--- src/hdl/htkv_pkg.sv ---
// Shared types, constants and the control store of the hash trie key/value map.
// Used by the interfaces, the sequencer, the datapath and the top level.
`timescale 1ns / 1ps

package htkv_pkg;

  localparam int unsigned DigitBits = 4;
  localparam int unsigned Fanout    = 1 << DigitBits;
  localparam int unsigned KeyBytes  = 8;
  localparam int unsigned KeyW      = 64;
  localparam int unsigned DataW     = 32;
  localparam int unsigned CntW      = 5;
  localparam int unsigned DigitIdxW = 4;
  localparam int unsigned StepW     = 4;

  localparam logic [0:0] ActLookup = 1'b0;
  localparam logic [0:0] ActUpdate = 1'b1;

  typedef enum logic [2:0] {
    OP_NONE,
    OP_ACCEPT,
    OP_LINK_ADV,
    OP_CREATE,
    OP_EMIT_LOOKUP,
    OP_EMIT_FULL,
    OP_STORE
  } op_e;

  typedef enum logic [2:0] {
    C_NEVER,
    C_ALWAYS,
    C_NO_REQ,
    C_DEPTH_END,
    C_DEPTH_MORE,
    C_LINK_SET,
    C_LOOKUP,
    C_NO_ROOM
  } cond_e;

  typedef struct packed {
    op_e              op;
    cond_e            cond;
    logic [StepW-1:0] target;
    logic             wait_out;
  } ctrl_word_t;

  typedef struct packed {
    logic req_fire;
    logic depth_end;
    logic link_set;
    logic is_lookup;
    logic no_room;
    logic out_busy;
  } status_t;

  localparam logic [StepW-1:0] S_IDLE   = 4'd0;
  localparam logic [StepW-1:0] S_WALK   = 4'd1;
  localparam logic [StepW-1:0] S_FOLLOW = 4'd2;
  localparam logic [StepW-1:0] S_DECIDE = 4'd3;
  localparam logic [StepW-1:0] S_ROOM   = 4'd4;
  localparam logic [StepW-1:0] S_CREATE = 4'd5;
  localparam logic [StepW-1:0] S_FETCH  = 4'd6;
  localparam logic [StepW-1:0] S_STORE  = 4'd7;
  localparam logic [StepW-1:0] S_LOOKUP = 4'd8;
  localparam logic [StepW-1:0] S_FULL   = 4'd9;

  function automatic ctrl_word_t ctrl_rom(input logic [StepW-1:0] step);
    ctrl_word_t w;
    unique case (step)
      S_IDLE:   w = '{op: OP_ACCEPT,      cond: C_NO_REQ,     target: S_IDLE,   wait_out: 1'b0};
      S_WALK:   w = '{op: OP_NONE,        cond: C_DEPTH_END,  target: S_DECIDE, wait_out: 1'b0};
      S_FOLLOW: w = '{op: OP_LINK_ADV,    cond: C_LINK_SET,   target: S_WALK,   wait_out: 1'b0};
      S_DECIDE: w = '{op: OP_NONE,        cond: C_LOOKUP,     target: S_LOOKUP, wait_out: 1'b0};
      S_ROOM:   w = '{op: OP_NONE,        cond: C_NO_ROOM,    target: S_FULL,   wait_out: 1'b0};
      S_CREATE: w = '{op: OP_CREATE,      cond: C_DEPTH_MORE, target: S_CREATE, wait_out: 1'b0};
      S_FETCH:  w = '{op: OP_NONE,        cond: C_NEVER,      target: S_IDLE,   wait_out: 1'b0};
      S_STORE:  w = '{op: OP_STORE,       cond: C_ALWAYS,     target: S_IDLE,   wait_out: 1'b1};
      S_LOOKUP: w = '{op: OP_EMIT_LOOKUP, cond: C_ALWAYS,     target: S_IDLE,   wait_out: 1'b1};
      S_FULL:   w = '{op: OP_EMIT_FULL,   cond: C_ALWAYS,     target: S_IDLE,   wait_out: 1'b1};
      default:  w = '{op: OP_NONE,        cond: C_ALWAYS,     target: S_IDLE,   wait_out: 1'b0};
    endcase
    return w;
  endfunction

  // Twice the number of significant key bytes.
  function automatic logic [CntW-1:0] digit_count(input logic [KeyW-1:0] key);
    logic [CntW-1:0] cnt;
    cnt = '0;
    for (int b = 0; b < KeyBytes; b++) begin
      if (key[b*8 +: 8] != 8'd0) begin
        cnt = CntW'((b + 1) * 2);
      end
    end
    return cnt;
  endfunction

endpackage

--- src/hdl/htkv_seq.sv ---
// Microcode sequencer: step counter, control store lookup and jump logic.
// Depends on htkv_pkg for the control word, status struct and program.
`timescale 1ns / 1ps

module htkv_seq import htkv_pkg::*; (
  input  logic       clk_i,
  input  logic       rst_ni,
  input  status_t    status_i,
  output ctrl_word_t ctrl_o
);

  logic [StepW-1:0] step_q, step_d;
  ctrl_word_t       ctrl;
  logic             taken;

  assign ctrl   = ctrl_rom(step_q);
  assign ctrl_o = ctrl;

  always_comb begin
    unique case (ctrl.cond)
      C_NEVER:      taken = 1'b0;
      C_ALWAYS:     taken = 1'b1;
      C_NO_REQ:     taken = !status_i.req_fire;
      C_DEPTH_END:  taken = status_i.depth_end;
      C_DEPTH_MORE: taken = !status_i.depth_end;
      C_LINK_SET:   taken = status_i.link_set;
      C_LOOKUP:     taken = status_i.is_lookup;
      C_NO_ROOM:    taken = status_i.no_room;
      default:      taken = 1'b1;
    endcase
  end

  always_comb begin
    priority if (ctrl.wait_out && status_i.out_busy) begin
      step_d = step_q;
    end else if (taken) begin
      step_d = ctrl.target;
    end else begin
      step_d = step_q + StepW'(1);
    end
  end

  always_ff @(posedge clk_i or negedge rst_ni) begin
    if (!rst_ni) begin
      step_q <= S_IDLE;
    end else begin
      step_q <= step_d;
    end
  end

endmodule

--- config.mk ---
export PLATFORM = sky130hd
export DESIGN_NAME = htkv_seq
export DESIGN_NICKNAME = d
export VERILOG_FILES = /design/src/hdl/htkv_pkg.sv /design/src/hdl/htkv_seq.sv
export SDC_FILE = /design/constraint.sdc
export NUM_CORES = 1
export LEC_CHECK = 0
export BUFFER_PORTS_ARGS = -buffer_cell sky130_fd_sc_hd__buf_2
export CAP_MARGIN = 30
export CORE_MARGIN = 1
export CORE_UTILIZATION = 40
export DETAILED_ROUTE_END_ITERATION = 16
export PLACE_DENSITY_LB_ADDON = 0.1
export SYNTH_ARGS = -nofsm -noshare
export SYNTH_HDL_FRONTEND = slang
export SYNTH_SLANG_ARGS = --single-unit
--- constraint.sdc ---
create_clock -name clk_i -period 2.6 [get_ports clk_i]
set_input_delay 0.26 -clock clk_i [delete_from_list [all_inputs] [get_ports clk_i]]
set_output_delay 0.26 -clock clk_i [all_outputs]
set_load 0.01 [all_outputs]
; Word level (Yosys, flattened, before mapping)
; Memory sizes are Yosys's and may differ from the RTL's.
; Index checks and enable logic that the tools add are counted.
; W data, S select, Z words.
[op_classes]
add_sub_neg = 1
n_eq_ne = 7
mux = 2
n_reduce_logical = 4
[ops]
columns = op, count
row1 = $eq A3 B3 Y1 const B, 4
row2 = $pmux W1 S8, 1
row3 = $eq A3 B2 Y1 const B, 2
row4 = $add A4 B1 Y4 const B, 1
row5 = $mux W4, 1
row6 = $eq A3 B1 Y1 const B, 1
row7 = $logic_not A3 Y1, 1
row8 = $logic_not A1 Y1, 2
row9 = $logic_and A1 B1 Y1, 1
[totals]
ff_bits = 4
romBits = 176
inputBits = 8
out_inout_bits = 11
word_cells = 16
n_memories = 1
[mem_list]
columns = name, depth, width, rd, rd_clocked_by_memory_dff, wr, line
row1 = (name not given), 16, 11, 1, 0, 0, htkv_pkg.sv:69  ; unique case (step)

; Longest topological paths before layout
; An unclocked memory read counts as a cell.
[depth]
ltp_word = 4
ltp_mapped = 8
mapped_depth_nobuf = 7

; Least setup slack after synthesis
; Ideal clock, no wire load.
[synth_timing]
path_type = flip-flop to flip-flop
from = register step_q[0]
to = register step_q[1]
setup_time_ns = 0.082
arrival_time_ns = 2.129
required_time_ns = 2.518
setup_slack_ns = 0.389
path_stages_with_launch = 8
n_path_buf = 0
period_less_slack_ns = 2.211
path_cell_list = dfrtp_1 -> inv_1 -> ha_1 -> xor2_1 -> or4_1 -> o211a_2 -> a211o_1 -> a31oi_1
[synth_between]
elab_chain_cells = 4
word_cells_on_any_way = 13
cone_classes = add/sub (1) / eq/ne (7) / mux (2) / reduce/logical (2) / memory (1)
[synth_rtl]
columns = element, line
row1 = from (decl), htkv_seq.sv:12  ; logic [StepW-1:0] step_q, step_d;
row2 = from (signal assigned), htkv_seq.sv:47  ; step_q <= step_d;
row3 = $mem_v2 Z16 W11, n/a
row4 = "$eq A3 B3 Y1, or another cell as far along", htkv_seq.sv:20  ; unique case (ctrl.cond)
row5 = $pmux W1 S8, htkv_seq.sv:20
row6 = $mux W4, htkv_seq.sv:36  ; end else if (taken) begin
; Parallel ways exist; a longest one is shown, timed or not.
; A chain may end at the register's enable or synchronous reset.

; Worst setup path after layout
[layout_timing]
from = register step_q[0]
to = register step_q[3]
; Same word-level chain as after synthesis.

==> impl_metrics.yaml <==
status:
  status: "complete, no violations"
clocking:
  clk_latency_ns: 0.25
  post_cts_resize_count: 0
  root_buffer: "clkbuf_4"
  h-tree-depth: 1
  cts_tree: "yes"
  clk_pin_slew_ns: 0.04
  clockBufferDepth: 2
  cts_made_buffers: 3
  cts_sinks: 4
  hold_buffers: 1
  cts_setup_buffers: 0
sta:
  worstMarginPinSlew_ns: 0.310
  tns_ns: 0
  setup_viol: 0
  hold_violations: 0
  fin_crit_ns: 2.38
  rsz0062_at_grt: "no"
  finClkSkew_ns: 0.00581
  fin_crit_sh: 0.917
  fmax_ghz: 0.419
  max_slew_margin: 0.792
  drv_slew: 0
drt:
  via_per_inst: 5.52
  highest_layer: "met4"
  via_count: 569
  m1WireLength_um: 676
  first_pass_iters: 4
  wl_met3_um: 45
  route.detailed.drc: 0
  dr_wl_met2_um: 697
  finalWirelength_um: 1440
  antenna_left: 0
  wire_per_inst_um: 14.0
  drt_iter0_drc: 21
pwr:
  ir_drop_mv: 0.758
  leakagePower_nw: 0.367
  power_density_nw_per_um2: 1460
synth:
  ys_seq_elements: 4
  ys_seq_area_frac: 0.178
  synthSimpleGateAreaFrac: 0.273
  synthMuxAreaShare: 0.136
  synth_top_family_by_area: "simple AND/OR/NAND/NOR gates"
  synthXorXnorAreaFrac: 0.0311
  netlist_instances: 67
  synth.cell_area_um2: 563
  yosys_warnings: 0
  synthAdderAreaFrac: 0.156
  synth_area_per_cell_um2: 8.40
  synth_nets: 82
  ys_types: 34
  synth_compound_area_frac: 0.144
finish:
  num_antenna_cells: 0
  stdcell_count: 103
  regMostFlops: "step_q"
  fin_util: 0.538
  drive_above_1_share: 0.352
  area_growth_pct: 24.2
  largest_register_ffs: 4
  nets: 105
  largestRegisters: "step_q (4)"
setup_path:
  endpoint_kind: "flop"
  r2r_slack_ns: 0.22
  cp_max_fo: 7
  worstSetupPathType: "flop to flop"
  crit-reg2reg-capture: "step_q[3]"
  crit_arrival_ns: 2.55
  reg2reg_from: "step_q[0]"
  crit_path_start_kind: "flop"
  crit_required_ns: 2.77
  r2r_cells: 7
floorplan:
  start_util: 0.433
  core_area_um2: 1300
  fp.dieArea_um2: 1560
  rows: 13
  die_width_um: 39.5
  ios: 19
  die_y_um: 39.5
worst_hold_path:
  holdPathStages: 3
  min_path_type: "primary input to flop"
  hold_end: "step_q[3]"
  hp-start: "status_i[0]"
place:
  place.gp.congestion: 0.830
  dp_hpwl_um: 1100
  dp_cells: 99
  io_buffers: 18
job:
  maxCapViolCount: 0
global_routing:
  gr-usage-all-layers: 0.224
  grt_pass1_wl_um: 2240
  grt_max_degree: 20
  antenna_found_initial: 0
  grt_overflow: 0
  grt_pass1_vias: 491
==> worst max path at each step <==
stage                          from  slack, ns        end  cells after the start
after detailed placement  step_q[0]       0.24  step_q[3]                      7
after global placement    step_q[0]       0.29  step_q[3]                      7
after global routing      step_q[0]       0.09  step_q[1]                      7
after CTS                 step_q[0]       0.23  step_q[3]                      7
final                     step_q[0]       0.22  step_q[3]                      7
after floorplan           step_q[0]       0.39  step_q[1]                      7
==> stage by stage <==
step / setup WS (ns) / power (mW) / cell area [um2] / hold slack [ns]
after floorplan: 0.389 / 0.711 / 563 / -0.0356
after global placement: 0.286 / 0.927 / 667 / 0.0740
after detailed placement: 0.240 / 0.932 / 667 / 0.0781
after CTS: 0.225 / 1.03 / 699 / 0.335
after global routing: 0.0852 / 1.12 / 699 / 0.361
final: 0.215 / 1.02 / 699 / 0.334
==> metal layers <==
metal	global-route usage	vias up
met1	0.278	267
met5	0	-
met3	0.0170	2
met2	0.373	15
li1	-	285
met4	0.129	0
==> cells in the mapped netlist <==
library cell	number	share of area
ha_1	7	0.16
nor2_1	6	0.040
inv_1	5	0.033
mux2i_1	5	0.089
dfrtp_1	4	0.18
nor2b_1	3	0.033
a211o_1	2	0.031
a31oi_1	2	0.022
nand2_1	2	0.013
nand2b_1	2	0.022
nand3_1	2	0.018
nand4_1	2	0.022
o21ai_0	2	0.018
o221ai_1	2	0.031
or2_2	2	0.022
a21oi_1	1	0.0089
and2_1	1	0.011
and2_2	1	0.013
and3b_1	1	0.016
buf_1	1	0.0067
buf_2	1	0.0089
buf_4	1	0.013
buf_6	1	0.020
mux2_2	1	0.020
mux2_4	1	0.027
nand4b_1	1	0.016
nor3_1	1	0.0089
o2111ai_1	1	0.016
o211a_2	1	0.018
or3_1	1	0.011
or3_2	1	0.013
or4_1	1	0.013
xnor2_1	1	0.016
xor2_1	1	0.016
==> final cells by class <==
| cell class | count | area, um2 |
|---|---|---|
| Timing Repair Buffer | 22 | 123 |
| Sequential cell | 4 | 100 |
| Inverter | 5 | 18.8 |
| Tap cell | 15 | 18.8 |
| Clock buffer | 3 | 22.5 |
| Multi-Input combinational cell | 54 | 417 |
| Fill cell | 149 | 602 |
==> where the power goes <==
group | leakage (nW) | switching [mW] | total [mW] | internal (mW)
sequential | 0.0507 | 0.0258 | 0.120 | 0.0939
clock | 0.0138 | 0.0329 | 0.0850 | 0.0521
combinational | 0.302 | 0.455 | 0.818 | 0.364
total | 0.367 | 0.513 | 1.02 | 0.510
==> kinds of logic (layout without fill, tap and decap cells) <==
kind of cell,Yosys count,in the layout
fa+ha+maj,7,7
buf+inv,9,30
simple gates,27,27
flops,4,4
xor+xnor,2,2
mux,7,7
compound gates,11,11
==> critical path: stages (launching register included) <==
cell and delay, ns:
dfrtp_1 0.47, inv_1 0.14, ha_1 0.35, xor2_1 0.21, or4_1 0.51, o211a_2 0.17, a211o_1 0.27, a31oi_1 0.17
==> cell usage in the layout, fill, tap and decap left out, types with 2 or more instances in the layout <==
master,instances
buf_2,18
ha_1,7
nor2_1,6
inv_1,5
mux2i_1,5
dfrtp_1,4
nor2b_1,3
clkbuf_4,3
buf_4,3
or2_2,2
nand2b_1,2
o21ai_0,2
a211o_1,2
nand2_1,2
nand3_1,2
a31oi_1,2
nand4_1,2
o221ai_1,2
Power figures use the tool's default switching activity.
